## src/rtl/wlti_pkg.sv

```systemverilog
// Shared types, constants and breakpoint tables of the wideband lambda interpolator.
package wlti_pkg;

    // Field and register widths.
    localparam int MV_W       = 13;
    localparam int CUR_W      = 13;
    localparam int LAM_W      = 14;
    localparam int AFR_W      = 15;
    localparam int GAIN_W     = 16;
    localparam int SCALE_W    = 16;
    localparam int STOICH_W   = 11;
    localparam int CFG_IDX_W  = 3;
    localparam int CFG_DATA_W = 16;

    // Configuration register indexes.
    typedef enum logic [CFG_IDX_W-1:0] {
        REG_CAL_MV     = 3'd0,
        REG_AMP_GAIN   = 3'd1,
        REG_PUMP_SCALE = 3'd2,
        REG_NEWER      = 3'd3,
        REG_STOICH     = 3'd4
    } t_cfg_reg;

    // Reset values of the configuration registers.
    localparam logic [MV_W-1:0]     CAL_MV_RST     = 13'd1500;
    localparam logic [GAIN_W-1:0]   AMP_GAIN_RST   = 16'd3855;
    localparam logic [SCALE_W-1:0]  PUMP_SCALE_RST = 16'd4136;
    localparam logic                NEWER_RST      = 1'b0;
    localparam logic [STOICH_W-1:0] STOICH_RST     = 11'd1470;

    // Pump current arithmetic: Q0.16 times Q8.8 gives a 24-bit fraction.
    localparam int CUR_SHIFT = 24;
    localparam int CUR_LIMIT = 4000;
    localparam int UA_W      = 22;

    // Breakpoint tables, microamps against milli-lambda.
    localparam int OLD_N = 9;
    localparam int NEW_N = 24;

    localparam int OLD_CUR [OLD_N] = '{
        -1850, -1080, -760, -470, 0, 340, 680, 950, 1400
    };
    localparam int OLD_LAM [OLD_N] = '{
        700, 800, 850, 900, 1009, 1180, 1430, 1700, 2420
    };
    localparam int NEW_CUR [NEW_N] = '{
        -2000, -1602, -1243, -927, -800, -652, -405, -183, -106, -40, 0, 15,
        97, 193, 250, 329, 671, 938, 1150, 1385, 1700, 2000, 2150, 2250
    };
    localparam int NEW_LAM [NEW_N] = '{
        650, 700, 750, 800, 822, 850, 900, 950, 970, 990, 1003, 1010,
        1050, 1100, 1132, 1179, 1429, 1701, 1990, 2434, 3413, 5391, 7506, 10119
    };

    // Segment division: floor(2^DIV_K / span) for each segment, so that the
    // estimated quotient is never high and at most one below the true one.
    localparam int DIV_K   = 21;
    localparam int NUM_W   = 20;
    localparam int RECIP_W = 18;
    localparam int DX_W    = 10;
    localparam int DY_W    = 12;
    localparam int QUO_W   = 12;

    localparam int OLD_RECIP [OLD_N-1] = '{
        2723, 6553, 7231, 4462, 6168, 6168, 7767, 4660
    };
    localparam int NEW_RECIP [NEW_N-1] = '{
        5269, 5841, 6636, 16513, 14169, 8490, 9446, 27235, 31775, 52428,
        139810, 25575, 21845, 36792, 26546, 6132, 7854, 9892, 8924, 6657,
        6990, 13981, 20971
    };

    // Air-fuel ratio: divide by 1000 through a reciprocal scaled by 2^25.
    localparam int AFR_K     = 25;
    localparam int AFR_DIV   = 1000;
    localparam int AFR_ROUND = AFR_DIV / 2;
    localparam int AFR_RECIP = (1 << AFR_K) / AFR_DIV;
    localparam int AFR_MAX   = 32767;

    // Configuration as seen by the datapath.
    typedef struct packed {
        logic [MV_W-1:0]     cal_mv;
        logic [GAIN_W-1:0]   amp_gain;
        logic [SCALE_W-1:0]  pump_scale;
        logic                newer;
        logic [STOICH_W-1:0] stoich;
    } t_cfg;

    // Result travelling from the interpolator to the ratio stage.
    typedef struct packed {
        logic signed [CUR_W-1:0] cur;
        logic [LAM_W-1:0]        lam;
        logic                    flag;
    } t_lam_item;

endpackage

```

## src/rtl/wlti_in_if.sv

```systemverilog
// Sample channel: one pump voltage per transaction.
interface wlti_in_if;
    logic                         valid;
    logic                         ready;
    logic [wlti_pkg::MV_W-1:0]    pump_millivolts;

    modport source (output valid, output pump_millivolts, input ready);
    modport sink   (input valid, input pump_millivolts, output ready);
endinterface

```

## src/rtl/wlti_out_if.sv

```systemverilog
// Result channel: pump current, lambda, ratio and range flag per transaction.
interface wlti_out_if;
    logic                                valid;
    logic                                ready;
    logic signed [wlti_pkg::CUR_W-1:0]   pump_microamps;
    logic [wlti_pkg::LAM_W-1:0]          lambda_milli;
    logic [wlti_pkg::AFR_W-1:0]          afr_centi;
    logic                                out_of_table;

    modport source (output valid, output pump_microamps, output lambda_milli,
                    output afr_centi, output out_of_table, input ready);
    modport sink   (input valid, input pump_microamps, input lambda_milli,
                    input afr_centi, input out_of_table, output ready);
endinterface

```

## src/rtl/wlti_current.sv

```systemverilog
// Pump current: offset, two cascaded multiplies, rounding and saturation.
module wlti_current (
    input  logic                                i_clk,
    input  logic                                i_rst_n,
    input  logic                                i_up_valid,
    output logic                                o_up_ready,
    input  logic [wlti_pkg::MV_W-1:0]           i_mv,
    input  logic [wlti_pkg::MV_W-1:0]           i_cal_mv,
    input  logic [wlti_pkg::GAIN_W-1:0]         i_amp_gain,
    input  logic [wlti_pkg::SCALE_W-1:0]        i_pump_scale,
    output logic                                o_dn_valid,
    input  logic                                i_dn_ready,
    output logic signed [wlti_pkg::CUR_W-1:0]   o_cur
);
    localparam int STAGES  = 4;
    localparam int MV_W    = wlti_pkg::MV_W;
    localparam int CUR_W   = wlti_pkg::CUR_W;
    localparam int UA_W    = wlti_pkg::UA_W;
    localparam int P1_W    = wlti_pkg::MV_W + wlti_pkg::GAIN_W;
    localparam int P2_W    = P1_W + wlti_pkg::SCALE_W;
    localparam int SUM_W   = P2_W + 1;
    localparam int MAG_W   = CUR_W - 1;
    localparam logic [SUM_W-1:0] HALF   = SUM_W'(1) << (wlti_pkg::CUR_SHIFT - 1);
    localparam logic [UA_W-1:0]  LIMIT  = UA_W'(wlti_pkg::CUR_LIMIT);

    logic [STAGES-1:0] r_v;
    logic [STAGES-1:0] en;

    logic              r_neg0, r_neg1, r_neg2;
    logic [MV_W-1:0]   r_mag;
    logic [P1_W-1:0]   r_p1;
    logic [P2_W-1:0]   r_p2;
    logic [CUR_W-1:0]  r_cur;

    logic              n_neg;
    logic [MV_W-1:0]   n_mag;
    logic [SUM_W-1:0]  sum;
    logic [UA_W-1:0]   ua;
    logic [MAG_W-1:0]  ua_sat;
    logic [CUR_W-1:0]  n_cur;

    // A stage moves on when it is empty or the stage after it moves on.
    always_comb begin
        en[STAGES-1] = !r_v[STAGES-1] || i_dn_ready;
        for (int k = STAGES - 2; k >= 0; k--) begin
            en[k] = !r_v[k] || en[k+1];
        end
    end

    always_ff @(posedge i_clk) begin
        if (!i_rst_n) begin
            r_v <= '0;
        end else begin
            if (en[0]) begin
                r_v[0] <= i_up_valid;
            end
            for (int k = 1; k < STAGES; k++) begin
                if (en[k]) begin
                    r_v[k] <= r_v[k-1];
                end
            end
        end
    end

    // Signed offset from the calibration voltage, kept as sign and magnitude.
    always_comb begin
        n_neg = i_mv < i_cal_mv;
        n_mag = n_neg ? (i_cal_mv - i_mv) : (i_mv - i_cal_mv);
    end

    // Round the 24-bit fraction away from zero, saturate, restore the sign.
    always_comb begin
        sum    = SUM_W'(r_p2) + HALF;
        ua     = sum[wlti_pkg::CUR_SHIFT +: UA_W];
        ua_sat = (ua > LIMIT) ? MAG_W'(wlti_pkg::CUR_LIMIT) : ua[MAG_W-1:0];
        n_cur  = r_neg2 ? (CUR_W'(0) - {1'b0, ua_sat}) : {1'b0, ua_sat};
    end

    always_ff @(posedge i_clk) begin
        if (en[0]) begin
            r_neg0 <= n_neg;
            r_mag  <= n_mag;
        end
        if (en[1]) begin
            r_neg1 <= r_neg0;
            r_p1   <= P1_W'(r_mag) * P1_W'(i_amp_gain);
        end
        if (en[2]) begin
            r_neg2 <= r_neg1;
            r_p2   <= P2_W'(r_p1) * P2_W'(i_pump_scale);
        end
        if (en[3]) begin
            r_cur  <= n_cur;
        end
    end

    assign o_up_ready = en[0];
    assign o_dn_valid = r_v[STAGES-1];
    assign o_cur      = $signed(r_cur);

endmodule

```

## src/rtl/wlti_interp.sv

```systemverilog
// Table interpolation: segment search, slope multiply, reciprocal divide.
module wlti_interp (
    input  logic                                i_clk,
    input  logic                                i_rst_n,
    input  logic                                i_up_valid,
    output logic                                o_up_ready,
    input  logic signed [wlti_pkg::CUR_W-1:0]   i_cur,
    input  logic                                i_newer,
    output logic                                o_dn_valid,
    input  logic                                i_dn_ready,
    output wlti_pkg::t_lam_item                 o_item
);
    localparam int STAGES  = 5;
    localparam int CUR_W   = wlti_pkg::CUR_W;
    localparam int LAM_W   = wlti_pkg::LAM_W;
    localparam int DX_W    = wlti_pkg::DX_W;
    localparam int DY_W    = wlti_pkg::DY_W;
    localparam int NUM_W   = wlti_pkg::NUM_W;
    localparam int RECIP_W = wlti_pkg::RECIP_W;
    localparam int QUO_W   = wlti_pkg::QUO_W;
    localparam int QP_W    = NUM_W + RECIP_W;
    localparam int REM_W   = DX_W + 1;
    localparam int OLD_N   = wlti_pkg::OLD_N;
    localparam int NEW_N   = wlti_pkg::NEW_N;
    localparam int OSEG_W  = $clog2(OLD_N - 1);
    localparam int OIDX_W  = $clog2(OLD_N);
    localparam int NSEG_W  = $clog2(NEW_N - 1);
    localparam int NIDX_W  = $clog2(NEW_N);

    logic [STAGES-1:0] r_v;
    logic [STAGES-1:0] en;

    // Stage payloads; the current and the flag ride along to the end.
    logic signed [CUR_W-1:0] r_cur0, r_cur1, r_cur2, r_cur3, r_cur4;
    logic                    r_flg0, r_flg1, r_flg2, r_flg3, r_flg4;
    logic [LAM_W-1:0]        r_y00, r_y01, r_y02, r_y03;
    logic [DX_W-1:0]         r_dx;
    logic [DY_W-1:0]         r_dy;
    logic [DX_W-1:0]         r_span0, r_span1, r_span2, r_span3;
    logic [RECIP_W-1:0]      r_rc0, r_rc1;
    logic [NUM_W-1:0]        r_num1, r_num2;
    logic [QP_W-1:0]         r_qp;
    logic [QUO_W-1:0]        r_q0;
    logic [REM_W-1:0]        r_rem;
    logic [LAM_W-1:0]        r_lam;

    logic [OLD_N-1:0]        ge_old;
    logic [NEW_N-1:0]        ge_new;
    logic [OSEG_W-1:0]       seg_old;
    logic [NSEG_W-1:0]       seg_new;
    logic [OIDX_W-1:0]       oi0, oi1;
    logic [NIDX_W-1:0]       ni0, ni1;
    logic signed [CUR_W-1:0] x0, x1;
    logic [LAM_W-1:0]        y0, y1;
    logic [RECIP_W-1:0]      rc;
    logic                    below, above;
    logic                    n_flag;
    logic [DX_W-1:0]         n_dx, n_span;
    logic [DY_W-1:0]         n_dy;
    logic [LAM_W-1:0]        n_y0;
    logic [RECIP_W-1:0]      n_rc;
    logic [QUO_W-1:0]        q0;
    logic [NUM_W-1:0]        back;

    // A stage moves on when it is empty or the stage after it moves on.
    always_comb begin
        en[STAGES-1] = !r_v[STAGES-1] || i_dn_ready;
        for (int k = STAGES - 2; k >= 0; k--) begin
            en[k] = !r_v[k] || en[k+1];
        end
    end

    always_ff @(posedge i_clk) begin
        if (!i_rst_n) begin
            r_v <= '0;
        end else begin
            if (en[0]) begin
                r_v[0] <= i_up_valid;
            end
            for (int k = 1; k < STAGES; k++) begin
                if (en[k]) begin
                    r_v[k] <= r_v[k-1];
                end
            end
        end
    end

    // Compare against every breakpoint in parallel.
    always_comb begin
        for (int i = 0; i < OLD_N; i++) begin
            ge_old[i] = i_cur >= wlti_pkg::OLD_CUR[i];
        end
        for (int i = 0; i < NEW_N; i++) begin
            ge_new[i] = i_cur >= wlti_pkg::NEW_CUR[i];
        end
    end

    // Highest segment whose lower end lies at or below the current. The last
    // breakpoint itself falls in the final segment with a full-span offset.
    always_comb begin
        seg_old = '0;
        for (int i = 0; i < OLD_N - 1; i++) begin
            if (ge_old[i]) begin
                seg_old = OSEG_W'(i);
            end
        end
        seg_new = '0;
        for (int i = 0; i < NEW_N - 1; i++) begin
            if (ge_new[i]) begin
                seg_new = NSEG_W'(i);
            end
        end
    end

    // Fetch the segment end points from the selected table.
    always_comb begin
        oi0 = OIDX_W'(seg_old);
        oi1 = OIDX_W'(seg_old) + OIDX_W'(1);
        ni0 = NIDX_W'(seg_new);
        ni1 = NIDX_W'(seg_new) + NIDX_W'(1);
        if (i_newer) begin
            below = !ge_new[0];
            above = i_cur > wlti_pkg::NEW_CUR[NEW_N-1];
            x0    = CUR_W'(wlti_pkg::NEW_CUR[ni0]);
            x1    = CUR_W'(wlti_pkg::NEW_CUR[ni1]);
            y0    = LAM_W'(wlti_pkg::NEW_LAM[ni0]);
            y1    = LAM_W'(wlti_pkg::NEW_LAM[ni1]);
            rc    = RECIP_W'(wlti_pkg::NEW_RECIP[seg_new]);
        end else begin
            below = !ge_old[0];
            above = i_cur > wlti_pkg::OLD_CUR[OLD_N-1];
            x0    = CUR_W'(wlti_pkg::OLD_CUR[oi0]);
            x1    = CUR_W'(wlti_pkg::OLD_CUR[oi1]);
            y0    = LAM_W'(wlti_pkg::OLD_LAM[oi0]);
            y1    = LAM_W'(wlti_pkg::OLD_LAM[oi1]);
            rc    = RECIP_W'(wlti_pkg::OLD_RECIP[seg_old]);
        end
    end

    // Outside the table the slope is zeroed so the end value passes through.
    always_comb begin
        n_flag = below || above;
        if (below) begin
            n_y0   = y0;
            n_dx   = '0;
            n_dy   = '0;
            n_span = DX_W'(1);
            n_rc   = '0;
        end else if (above) begin
            n_y0   = i_newer ? LAM_W'(wlti_pkg::NEW_LAM[NEW_N-1])
                             : LAM_W'(wlti_pkg::OLD_LAM[OLD_N-1]);
            n_dx   = '0;
            n_dy   = '0;
            n_span = DX_W'(1);
            n_rc   = '0;
        end else begin
            n_y0   = y0;
            n_dx   = DX_W'(i_cur - x0);
            n_dy   = DY_W'(y1 - y0);
            n_span = DX_W'(x1 - x0);
            n_rc   = rc;
        end
    end

    // Quotient estimate is at most one low; the remainder corrects it.
    always_comb begin
        q0   = r_qp[wlti_pkg::DIV_K +: QUO_W];
        back = NUM_W'(q0) * NUM_W'(r_span2);
    end

    always_ff @(posedge i_clk) begin
        if (en[0]) begin
            r_cur0  <= i_cur;
            r_flg0  <= n_flag;
            r_y00   <= n_y0;
            r_dx    <= n_dx;
            r_dy    <= n_dy;
            r_span0 <= n_span;
            r_rc0   <= n_rc;
        end
        if (en[1]) begin
            r_cur1  <= r_cur0;
            r_flg1  <= r_flg0;
            r_y01   <= r_y00;
            r_span1 <= r_span0;
            r_rc1   <= r_rc0;
            r_num1  <= NUM_W'(r_dx) * NUM_W'(r_dy) + NUM_W'(r_span0 >> 1);
        end
        if (en[2]) begin
            r_cur2  <= r_cur1;
            r_flg2  <= r_flg1;
            r_y02   <= r_y01;
            r_span2 <= r_span1;
            r_num2  <= r_num1;
            r_qp    <= QP_W'(r_num1) * QP_W'(r_rc1);
        end
        if (en[3]) begin
            r_cur3  <= r_cur2;
            r_flg3  <= r_flg2;
            r_y03   <= r_y02;
            r_span3 <= r_span2;
            r_q0    <= q0;
            r_rem   <= REM_W'(r_num2 - back);
        end
        if (en[4]) begin
            r_cur4  <= r_cur3;
            r_flg4  <= r_flg3;
            r_lam   <= r_y03 + LAM_W'(r_q0) + LAM_W'(r_rem >= REM_W'(r_span3));
        end
    end

    assign o_up_ready  = en[0];
    assign o_dn_valid  = r_v[STAGES-1];
    assign o_item.cur  = r_cur4;
    assign o_item.lam  = r_lam;
    assign o_item.flag = r_flg4;

endmodule

```

## src/rtl/wlti_afr.sv

```systemverilog
// Air-fuel ratio: lambda times stoichiometric ratio, divided by 1000 and saturated.
module wlti_afr (
    input  logic                           i_clk,
    input  logic                           i_rst_n,
    input  logic                           i_up_valid,
    output logic                           o_up_ready,
    input  wlti_pkg::t_lam_item            i_item,
    input  logic [wlti_pkg::STOICH_W-1:0]  i_stoich,
    output logic                           o_dn_valid,
    input  logic                           i_dn_ready,
    output wlti_pkg::t_lam_item            o_item,
    output logic [wlti_pkg::AFR_W-1:0]     o_afr
);
    localparam int STAGES = 3;
    localparam int PROD_W = wlti_pkg::LAM_W + wlti_pkg::STOICH_W;
    localparam int RCP_W  = wlti_pkg::AFR_K - $clog2(wlti_pkg::AFR_DIV) + 1;
    localparam int QP_W   = PROD_W + RCP_W;
    localparam int Q_W    = QP_W - wlti_pkg::AFR_K;
    localparam int REM_W  = $clog2(wlti_pkg::AFR_DIV) + 1;
    localparam int AFR_W  = wlti_pkg::AFR_W;

    logic [STAGES-1:0] r_v;
    logic [STAGES-1:0] en;

    wlti_pkg::t_lam_item r_it0, r_it1, r_it2;
    logic [PROD_W-1:0]   r_p0, r_p1;
    logic [QP_W-1:0]     r_qp;
    logic [AFR_W-1:0]    r_afr;

    logic [Q_W-1:0]      q0;
    logic [Q_W-1:0]      q;
    logic [REM_W-1:0]    rem;

    // A stage moves on when it is empty or the stage after it moves on.
    always_comb begin
        en[STAGES-1] = !r_v[STAGES-1] || i_dn_ready;
        for (int k = STAGES - 2; k >= 0; k--) begin
            en[k] = !r_v[k] || en[k+1];
        end
    end

    always_ff @(posedge i_clk) begin
        if (!i_rst_n) begin
            r_v <= '0;
        end else begin
            if (en[0]) begin
                r_v[0] <= i_up_valid;
            end
            for (int k = 1; k < STAGES; k++) begin
                if (en[k]) begin
                    r_v[k] <= r_v[k-1];
                end
            end
        end
    end

    // Reciprocal quotient is at most one low; fix it from the remainder.
    always_comb begin
        q0  = r_qp[wlti_pkg::AFR_K +: Q_W];
        rem = REM_W'(r_p1 - PROD_W'(q0) * PROD_W'(wlti_pkg::AFR_DIV));
        q   = q0 + Q_W'(rem >= REM_W'(wlti_pkg::AFR_DIV));
    end

    always_ff @(posedge i_clk) begin
        if (en[0]) begin
            r_it0 <= i_item;
            r_p0  <= PROD_W'(i_item.lam) * PROD_W'(i_stoich)
                     + PROD_W'(wlti_pkg::AFR_ROUND);
        end
        if (en[1]) begin
            r_it1 <= r_it0;
            r_p1  <= r_p0;
            r_qp  <= QP_W'(r_p0) * QP_W'(wlti_pkg::AFR_RECIP);
        end
        if (en[2]) begin
            r_it2 <= r_it1;
            r_afr <= (q > Q_W'(wlti_pkg::AFR_MAX)) ? AFR_W'(wlti_pkg::AFR_MAX)
                                                   : q[AFR_W-1:0];
        end
    end

    assign o_up_ready = en[0];
    assign o_dn_valid = r_v[STAGES-1];
    assign o_item     = r_it2;
    assign o_afr      = r_afr;

endmodule

```

## src/rtl/wideband_lambda_table_interp.sv

```systemverilog
// Channel   Dir  Payload                                          Handshake
// i_in      in   pump_millivolts                                  valid / ready
// o_out     out  pump_microamps, lambda_milli, afr_centi,         valid / ready
//                out_of_table
// i_cfg_*   in   register index and write data                    write enable
//
// One sample is taken every cycle while the output is not stalled; each result passes
// through the current path (4 stages around two cascaded multiplies), the interpolator
// (5 stages around the reciprocal divide) and the ratio (3).
// Reset is synchronous and active low: it empties every stage and loads the
// register defaults. Every stage holds its own valid bit, so a stall at the
// output fills empty stages before input ready falls, and nothing is lost.
module wideband_lambda_table_interp (
    input  logic                                 i_clk,
    input  logic                                 i_rst_n,
    wlti_in_if.sink                              i_in,
    wlti_out_if.source                           o_out,
    input  logic                                 i_cfg_we,
    input  logic [wlti_pkg::CFG_IDX_W-1:0]       i_cfg_idx,
    input  logic [wlti_pkg::CFG_DATA_W-1:0]      i_cfg_data
);
    wlti_pkg::t_cfg                     r_cfg;

    logic                               cur_valid, cur_ready;
    logic signed [wlti_pkg::CUR_W-1:0]  cur;
    logic                               lam_valid, lam_ready;
    wlti_pkg::t_lam_item                lam_item;
    wlti_pkg::t_lam_item                out_item;
    logic [wlti_pkg::AFR_W-1:0]         out_afr;

    // Configuration registers; writes to unknown indexes are dropped.
    always_ff @(posedge i_clk) begin
        if (!i_rst_n) begin
            r_cfg.cal_mv     <= wlti_pkg::CAL_MV_RST;
            r_cfg.amp_gain   <= wlti_pkg::AMP_GAIN_RST;
            r_cfg.pump_scale <= wlti_pkg::PUMP_SCALE_RST;
            r_cfg.newer      <= wlti_pkg::NEWER_RST;
            r_cfg.stoich     <= wlti_pkg::STOICH_RST;
        end else if (i_cfg_we) begin
            unique case (wlti_pkg::t_cfg_reg'(i_cfg_idx))
                wlti_pkg::REG_CAL_MV: begin
                    r_cfg.cal_mv <= i_cfg_data[wlti_pkg::MV_W-1:0];
                end
                wlti_pkg::REG_AMP_GAIN: begin
                    r_cfg.amp_gain <= i_cfg_data[wlti_pkg::GAIN_W-1:0];
                end
                wlti_pkg::REG_PUMP_SCALE: begin
                    r_cfg.pump_scale <= i_cfg_data[wlti_pkg::SCALE_W-1:0];
                end
                wlti_pkg::REG_NEWER: begin
                    r_cfg.newer <= i_cfg_data[0];
                end
                wlti_pkg::REG_STOICH: begin
                    r_cfg.stoich <= i_cfg_data[wlti_pkg::STOICH_W-1:0];
                end
                default: begin
                end
            endcase
        end
    end

    // Pump current from the sample voltage.
    wlti_current u_current (
        .i_clk        (i_clk),
        .i_rst_n      (i_rst_n),
        .i_up_valid   (i_in.valid),
        .o_up_ready   (i_in.ready),
        .i_mv         (i_in.pump_millivolts),
        .i_cal_mv     (r_cfg.cal_mv),
        .i_amp_gain   (r_cfg.amp_gain),
        .i_pump_scale (r_cfg.pump_scale),
        .o_dn_valid   (cur_valid),
        .i_dn_ready   (cur_ready),
        .o_cur        (cur)
    );

    // Lambda from the selected breakpoint table.
    wlti_interp u_interp (
        .i_clk      (i_clk),
        .i_rst_n    (i_rst_n),
        .i_up_valid (cur_valid),
        .o_up_ready (cur_ready),
        .i_cur      (cur),
        .i_newer    (r_cfg.newer),
        .o_dn_valid (lam_valid),
        .i_dn_ready (lam_ready),
        .o_item     (lam_item)
    );

    // Air-fuel ratio and the output register.
    wlti_afr u_afr (
        .i_clk      (i_clk),
        .i_rst_n    (i_rst_n),
        .i_up_valid (lam_valid),
        .o_up_ready (lam_ready),
        .i_item     (lam_item),
        .i_stoich   (r_cfg.stoich),
        .o_dn_valid (o_out.valid),
        .i_dn_ready (o_out.ready),
        .o_item     (out_item),
        .o_afr      (out_afr)
    );

    assign o_out.pump_microamps = out_item.cur;
    assign o_out.lambda_milli   = out_item.lam;
    assign o_out.afr_centi      = out_afr;
    assign o_out.out_of_table   = out_item.flag;

    // With no result waiting, every stage can move, so input ready is high.
    a_ready_when_drained: assert property (@(posedge i_clk) disable iff (!i_rst_n)
        !o_out.valid |-> i_in.ready)
        else $error("input not ready although the pipeline is drained");

    // The current is saturated before the table is consulted.
    a_current_bounded: assert property (@(posedge i_clk) disable iff (!i_rst_n)
        o_out.valid |-> (o_out.pump_microamps >= -wlti_pkg::CUR_LIMIT &&
                         o_out.pump_microamps <= wlti_pkg::CUR_LIMIT))
        else $error("pump current outside saturation limits");

    // A clamped transaction carries one of the table end values.
    a_clamp_end_value: assert property (@(posedge i_clk) disable iff (!i_rst_n)
        (o_out.valid && o_out.out_of_table) |->
            (o_out.lambda_milli == wlti_pkg::OLD_LAM[0] ||
             o_out.lambda_milli == wlti_pkg::OLD_LAM[wlti_pkg::OLD_N-1] ||
             o_out.lambda_milli == wlti_pkg::NEW_LAM[0] ||
             o_out.lambda_milli == wlti_pkg::NEW_LAM[wlti_pkg::NEW_N-1]))
        else $error("clamped lambda is not a table end value");

    // Interpolation never leaves the span of the tables.
    a_lambda_in_span: assert property (@(posedge i_clk) disable iff (!i_rst_n)
        o_out.valid |-> (o_out.lambda_milli >= wlti_pkg::NEW_LAM[0] &&
                         o_out.lambda_milli <= wlti_pkg::NEW_LAM[wlti_pkg::NEW_N-1]))
        else $error("interpolated lambda outside table span");

endmodule

```

## src/flat_wrapper.sv

```systemverilog
// flat-port wrapper written by rule: the top's interface ports become plain ports
module wideband_lambda_table_interp_flat 
  (i_clk, i_rst_n, i_cfg_we, i_cfg_idx, i_cfg_data, i_in_valid, i_in_pump_millivolts, i_in_ready, o_out_valid, o_out_pump_microamps, o_out_lambda_milli, o_out_afr_centi, o_out_out_of_table, o_out_ready);
  wlti_in_if i_in_i ();
  wlti_out_if o_out_i ();
  input  logic i_clk;
  input  logic i_rst_n;
  input  logic i_cfg_we;
  input  logic [wlti_pkg::CFG_IDX_W-1:0] i_cfg_idx;
  input  logic [wlti_pkg::CFG_DATA_W-1:0] i_cfg_data;
  input wire logic [$bits(i_in_i.valid)-1:0] i_in_valid;
  input wire logic [$bits(i_in_i.pump_millivolts)-1:0] i_in_pump_millivolts;
  output wire logic [$bits(i_in_i.ready)-1:0] i_in_ready;
  output wire logic [$bits(o_out_i.valid)-1:0] o_out_valid;
  output wire logic [$bits(o_out_i.pump_microamps)-1:0] o_out_pump_microamps;
  output wire logic [$bits(o_out_i.lambda_milli)-1:0] o_out_lambda_milli;
  output wire logic [$bits(o_out_i.afr_centi)-1:0] o_out_afr_centi;
  output wire logic [$bits(o_out_i.out_of_table)-1:0] o_out_out_of_table;
  input wire logic [$bits(o_out_i.ready)-1:0] o_out_ready;
  assign i_in_i.valid = i_in_valid;
  assign i_in_i.pump_millivolts = i_in_pump_millivolts;
  assign i_in_ready = i_in_i.ready;
  assign o_out_valid = o_out_i.valid;
  assign o_out_pump_microamps = o_out_i.pump_microamps;
  assign o_out_lambda_milli = o_out_i.lambda_milli;
  assign o_out_afr_centi = o_out_i.afr_centi;
  assign o_out_out_of_table = o_out_i.out_of_table;
  assign o_out_i.ready = o_out_ready;
  wideband_lambda_table_interp u_core (.i_clk(i_clk), .i_rst_n(i_rst_n), .i_in(i_in_i), .o_out(o_out_i), .i_cfg_we(i_cfg_we), .i_cfg_idx(i_cfg_idx), .i_cfg_data(i_cfg_data));
endmodule
```

## config.mk

```make
export PLATFORM = sky130hd
export DESIGN_NAME = wideband_lambda_table_interp_flat
export DESIGN_NICKNAME = d
export VERILOG_FILES = /design/src/rtl/wlti_pkg.sv /design/src/rtl/wlti_in_if.sv /design/src/rtl/wlti_out_if.sv /design/src/rtl/wlti_current.sv /design/src/rtl/wlti_interp.sv /design/src/rtl/wlti_afr.sv /design/src/rtl/wideband_lambda_table_interp.sv /design/src/flat_wrapper.sv
export SDC_FILE = /design/constraint.sdc
export NUM_CORES = 2
export LEC_CHECK = 0
export ABC_AREA = 0
export BUFFER_PORTS_ARGS = -buffer_cell sky130_fd_sc_hd__buf_2
export CAP_MARGIN = 15
export CELL_PAD_IN_SITES_DETAIL_PLACEMENT = 1
export CELL_PAD_IN_SITES_GLOBAL_PLACEMENT = 1
export CORE_ASPECT_RATIO = 2
export CORE_MARGIN = 2
export CORE_UTILIZATION = 57
export DETAILED_ROUTE_END_ITERATION = 10
export PLACE_DENSITY_LB_ADDON = 0.1
export SLEW_MARGIN = 40
export SYNTH_ARGS = -nofsm -noshare
export SYNTH_HDL_FRONTEND = slang
export SYNTH_SLANG_ARGS = --single-unit
export TNS_END_PERCENT = 5
```

## constraint.sdc

```tcl
create_clock -name i_clk -period 19.3 [get_ports i_clk]
set_clock_uncertainty 0.2 [all_clocks]
set_input_delay 2.895 -clock i_clk [delete_from_list [all_inputs] [get_ports i_clk]]
set_output_delay 2.895 -clock i_clk [all_outputs]
set_load 0.01 [all_outputs]
```

After elaboration in Yosys (flattened, before gate mapping)
Memory sizes are Yosys's and may differ from the RTL's. Cells that the tools add are included.

ROM bits: 7424. Register bits: 672. Memories: 10. Output and inout port bits: 45.

Order comparisons: 42. Mux-type cells: 62. Bitwise gates (word level): 5. Add/sub/neg operators: 16. Reduce and logical (&&, ||, !) cells: 34. Multipliers: 8. Equal/unequal tests: 4.

Memories: (name not given) (words 32, width 32, rd ports 1, clocked after Yosys merged registers in 0, wr ports 0, line wlti_interp.sv:128) `rc = RECIP_W'(wlti_pkg::NEW_RECIP[seg_new]);`; (name not given) (words 32, width 32, rd ports 1, clocked after Yosys merged registers in 0, wr ports 0, line wlti_interp.sv:127) `y1 = LAM_W'(wlti_pkg::NEW_LAM[ni1]);`; (name not given) (words 32, width 32, rd ports 1, clocked after Yosys merged registers in 0, wr ports 0, line wlti_interp.sv:126) `y0 = LAM_W'(wlti_pkg::NEW_LAM[ni0]);`; (name not given) (words 32, width 32, rd ports 1, clocked after Yosys merged registers in 0, wr ports 0, line wlti_interp.sv:125) `x1 = CUR_W'(wlti_pkg::NEW_CUR[ni1]);`; (name not given) (words 32, width 32, rd ports 1, clocked after Yosys merged registers in 0, wr ports 0, line wlti_interp.sv:124) `x0 = CUR_W'(wlti_pkg::NEW_CUR[ni0]);`; (name not given) (words 16, width 32, rd ports 1, clocked after Yosys merged registers in 0, wr ports 0, line wlti_interp.sv:135) `y1 = LAM_W'(wlti_pkg::OLD_LAM[oi1]);`; +4 memories.

Operators by type and width (number): 13-bit by 12-bit >= comparator with 1-bit output, second input constant (9); 14-bit 2-to-1 mux (8); 5-bit 2-to-1 mux (21); 13-bit by 11-bit >= comparator with 1-bit output, second input constant (8); 10-bit 2-to-1 mux (10); 18-bit 2-to-1 mux (5); 12-bit 2-to-1 mux (7); 13-bit by 10-bit >= comparator with 1-bit output, second input constant (4); 45-bit by 24-bit adder with 46-bit output, second input constant (1); 29-bit by 16-bit multiplier with 45-bit output (1); 25-bit by 15-bit multiplier with 40-bit output, second input constant (1); 13-bit by 9-bit >= comparator with 1-bit output, second input constant (3); 20-bit by 18-bit multiplier with 33-bit output (1); 13-bit by 16-bit multiplier with 29-bit output (1); 13-bit by 8-bit >= comparator with 1-bit output, second input constant (2); 13-bit subtractor (2); 25-bit by 9-bit adder with 25-bit output, second input constant (1); 14-bit by 11-bit multiplier with 25-bit output (1); 22-bit by 12-bit greater-than comparator with 1-bit output, second input constant (1); 11-bit subtractor (2); 20-bit by 9-bit adder with 20-bit output (1); 10-bit by 12-bit multiplier with 20-bit output (1); 10-bit subtractor (2); 3-bit 2-to-1 mux (6); other kinds (36) (72).

Logic depth before layout (Yosys ltp)
Depth in word-level cells: 30. Mapped depth: 34.

By module
Synthesis repeated with hierarchy kept, for this count alone.

Cell total of the unflattened synthesis: 7501. Area, all modules: 74011.0 um^2.

Modules (own cells, without submodules): wlti_interp (times used 1, area each 31361.3 um^2, cells an instance 3131); wlti_current (times used 1, area each 25306.8 um^2, cells an instance 2797); wlti_afr (times used 1, area each 15054.4 um^2, cells an instance 1352); wideband_lambda_table_interp (times used 1, area each 2288.4 um^2, cells an instance 221).

Worst setup path after synthesis
No wires, ideal clock.

Path type: input to output. From: input o_out_ready. To: output i_in_ready. Data required time: 16.205 ns. Stages on the path: 7. Buffers on the path: 0. Path slack: 11.589 ns. Arrival: 4.616 ns. Path through: nor2b_1 -> and3_1 -> and2_1 -> and3_1 -> and3_1 -> and3_1 -> nand3_1.

Word-level cells in the longest chain between the ends: 12.

RTL lines: start: declaration (line flat_wrapper.sv:19) `input wire logic [$bits(o_out_i.ready)-1:0] o_out_ready;`; 1-bit logical OR (line wlti_afr.sv:36) `en[STAGES-1] = !r_v[STAGES-1] || i_dn_ready;`; 1-bit logical OR (2 in a row) (line wlti_afr.sv:38) `en[k] = !r_v[k] || en[k+1];`; 1-bit logical OR (line wlti_interp.sv:67) `en[STAGES-1] = !r_v[STAGES-1] || i_dn_ready;`; 1-bit logical OR (4 in a row) (line wlti_interp.sv:69) `en[k] = !r_v[k] || en[k+1];`; 1-bit logical OR (line wlti_current.sv:44) `en[STAGES-1] = !r_v[STAGES-1] || i_dn_ready;`; 1-bit logical OR (3 in a row) (line wlti_current.sv:46) `en[k] = !r_v[k] || en[k+1];`; end: declaration (line flat_wrapper.sv:13) `output wire logic [$bits(i_in_i.ready)-1:0] i_in_ready;`.

Every way passes these cells.

Final worst setup path
Same ends and word-level chain as after synthesis.

==> results.yml <==
outcome:
  outcome: "completed"
run:
  maxCapViolations: 0
final_layout:
  nets: 9136
  area_delta_synth_final_pct: 5.753
  final_cell_mix: "1415 x inv_1, 1136 x nand2_1, 1103 x fa_1"
  layout_commonest_cell: "inv_1"
  drive_above_1_share_pct: 4.633
  instances_no_fill: 9008
sta:
  tightest_slew_ns: 0.9438
  rsz0062_at_grt: "false"
  slew_headroom_pct: 37.08
  fmax_ghz: 0.1099
  finalCritPeriodShare_pct: 47.15
  final-hold-violation-count: 0
  worst_slack_ns: 10.20
  period_needed_ns: 9.100
  tns_ns: 0
  setup_viol: 0
  finalMaxSlewViolations: 0
worst_setup_path:
  path_class: "in -> out"
  cp.arrival_ns: 6.01
  reg2reg_slack_ns: 10.26
  r2r_cells: 25
  crit_required_ns: 16.20
  path_depth: 9
  crit_fanout: 16
  crit_buf_inv: 2
  cpPeakStageDelay_ns: 0.65
  cpMostUsedCell: "and3_1"
  critical-path-top-delay-family: "simple AND/OR/NAND/NOR gates"
  worst_setup_path_end_kind: "output pin"
  timing.rr.end: "u_core.u_interp.r_qp[32]"
  crit_chain: "buf_2 -> nor2b_1 -> and3_1 -> and2_1 -> and3_1 -> and3_1 -> and3_1 -> nand3_1 -> buf_2"
  cp-start-kind: "input port"
  timing.rr.start: "u_core.u_interp.r_rc1[10]"
  startpoint: "o_out_ready"
  crit_slowest_cell: "nand3_1"
grt:
  overflow: 0
  gr-usage-all-layers_pct: 37.16
  grt_pass1_wl_um: 362500
  antenna_found_initial: 14
  grt_max_degree: 75
  first_global_vias: 63310
drt:
  route.met2.wl_um: 131600
  route.detailed.drc: 0
  via_per_inst: 5.940
  wl_um: 235100
  wl_met3_um: 9965
  drt-met1-wl_um: 68480
  dr.max_layer_used: "met5"
  vias: 53510
  drtIter0Drc: 2591
  firstDrtPassIters: 7
  drtAntennaViolNets: 0
  wire_per_inst_um: 26.10
floorplanning:
  fp.coreArea_um2: 126600
  initial_utilization_pct: 57.25
  die_area_um2: 130200
  die_w_um: 256.2
  die_h_um: 508.3
  io-pin-count: 82
  rows: 185
clock_tree:
  cts_setup_buffers: 0
  htreeDepth: 2
  clkSlewWorstSetupHoldPaths_ns: 0.07
  cts_buffers: 56
  insertion_delay_ns: 0.68
  cts_root_buf: "clkbuf_16"
  cts_tree: "done"
  clock-sinks: 599
  clk_path_buf_depth: 3
  postCtsHoldBufs: 0
  cts_resized: 0
yosys:
  syn_avg_cell_area_um2: 9.856
  synth_xor_area_share_pct: 2.791
  syn_area_um2: 72490
  ys_ff_latch: 599
  ys_seq_area_share_pct: 23.86
  synth_top_family_by_area: "adder cells"
  synth_ff_type: "edfxtp_1"
  ys_types: 87
  synth-simple-area-share_pct: 13.98
  synth-adder-area-share_pct: 43.05
  synth-edff-count: 530
  synth_top_area_share_pct: 30.46
  yosys_warnings: 0
  synth_cells: 7355
  synth_compound_area_share_pct: 7.008
  synth_area_leaders: "fa_1 30%, edfxtp_1 22%, ha_1 13%, inv_1 7.4%, nand2_1 5.9%"
  synthArstFlopShare_pct: 0
  synthMuxAreaShare_pct: 0.3107
  yosys.area.top_type: "fa_1"
  syn-num-nets: 9222
placed_design:
  dp_hpwl_um: 186400
  dpl.cell_count: 8884
  post-place-ws_ns: 10.21
  globalplace.congestion: 1.047
  portBuffers: 81
min_path:
  hold_path_class: "reg -> reg"
  hp-start: "u_core.u_interp.r_cur0[6]"
  holdPathEnd: "u_core.u_interp.r_cur1[6]"
  holdPathStages: 0
flip-flops by register name (all words and copies together), names as in the netlist, 17 cells and up:
name,cells
u_core.u_afr.r_p0,25
u_core.u_current.r_p1,29
u_core.u_interp.r_num1,20
u_core.u_afr.r_it0,28
u_core.u_afr.r_it1,28
u_core.u_current.r_p2,22
u_core.r_cfg,57
u_core.u_afr.o_item,28
u_core.u_interp.r_rc1,17
u_core.u_interp.r_rc0,17
routing by layer:
layer,GRT usage (%),vias up
met5,0,-
met4,33.67,12
met3,5.481,1060
met2,72.40,1818
met1,31.89,27700
li1,-,22920
per-stage QoR:
step	area (um2)	hold WS [ns]	util, %
after floorplan	72490	0.2003	-
after global placement	74390	0.2005	58.75
after detailed placement	74480	0.2052	58.83
after CTS	76450	0.1857	60.38
after global routing	76640	0.1957	60.53
final	76660	0.1984	60.54
cell type report:
| type | instances | area (um2) |
|---|---|---|
| Timing Repair Buffer | 168 | 1122 |
| Antenna cell | 8 | 20.02 |
| Multi-Input combinational cell | 5021 | 48790 |
| Clock inverter | 44 | 515.5 |
| Tap cell | 1683 | 2106 |
| Sequential cell | 599 | 17310 |
| Clock buffer | 62 | 1455 |
| Inverter | 1423 | 5341 |
| Fill cell | 13950 | 49960 |
worst max path at each step:
| stage | to |
|---|---|
| after CTS | i_in_ready |
| after detailed placement | i_in_ready |
| after global routing | u_core.u_interp.r_qp[32] |
| final | i_in_ready |
| after global placement | i_in_ready |
| after floorplan | i_in_ready |
cells by family (layout without fill, tap and decap cells):
logic type,Yosys count,count (layout)
buf+inv,1735,1697
compound gates,775,775
mux,21,21
xor+xnor,231,231
simple gates,2161,2161
flops,599,599
other cells,0,8
fa+ha+maj,1833,1833
synth_stat cells (8+ instances only):
library cell  instances
a31o_2                9
edfxtp_1            530
o211ai_1             32
o221ai_1             12
a31oi_1              30
a21oi_1             205
nand2b_1             31
fa_1               1103
and3_1               42
inv_1              1420
nor4_1                8
ha_1                727
mux2i_1              18
a21boi_0             44
nor3_1               61
or3_1                10
nand4_1              22
a21o_1               71
o31ai_1              12
xor2_1               69
nor2_1              174
or2_2                11
nand2_1            1139
o22ai_1               9
nor2b_1              43
o21bai_1             34
and2_1              512
dfxtp_1              69
xnor2_1             162
nand3_1              80
a211oi_1             22
buf_1                15
o21a_1               41
o21ai_0             159
clkbuf_1            292
Power is left out: the tool's default activity adds up to more than one toggle a clock period on the data nets, which glitch-free logic cannot reach.
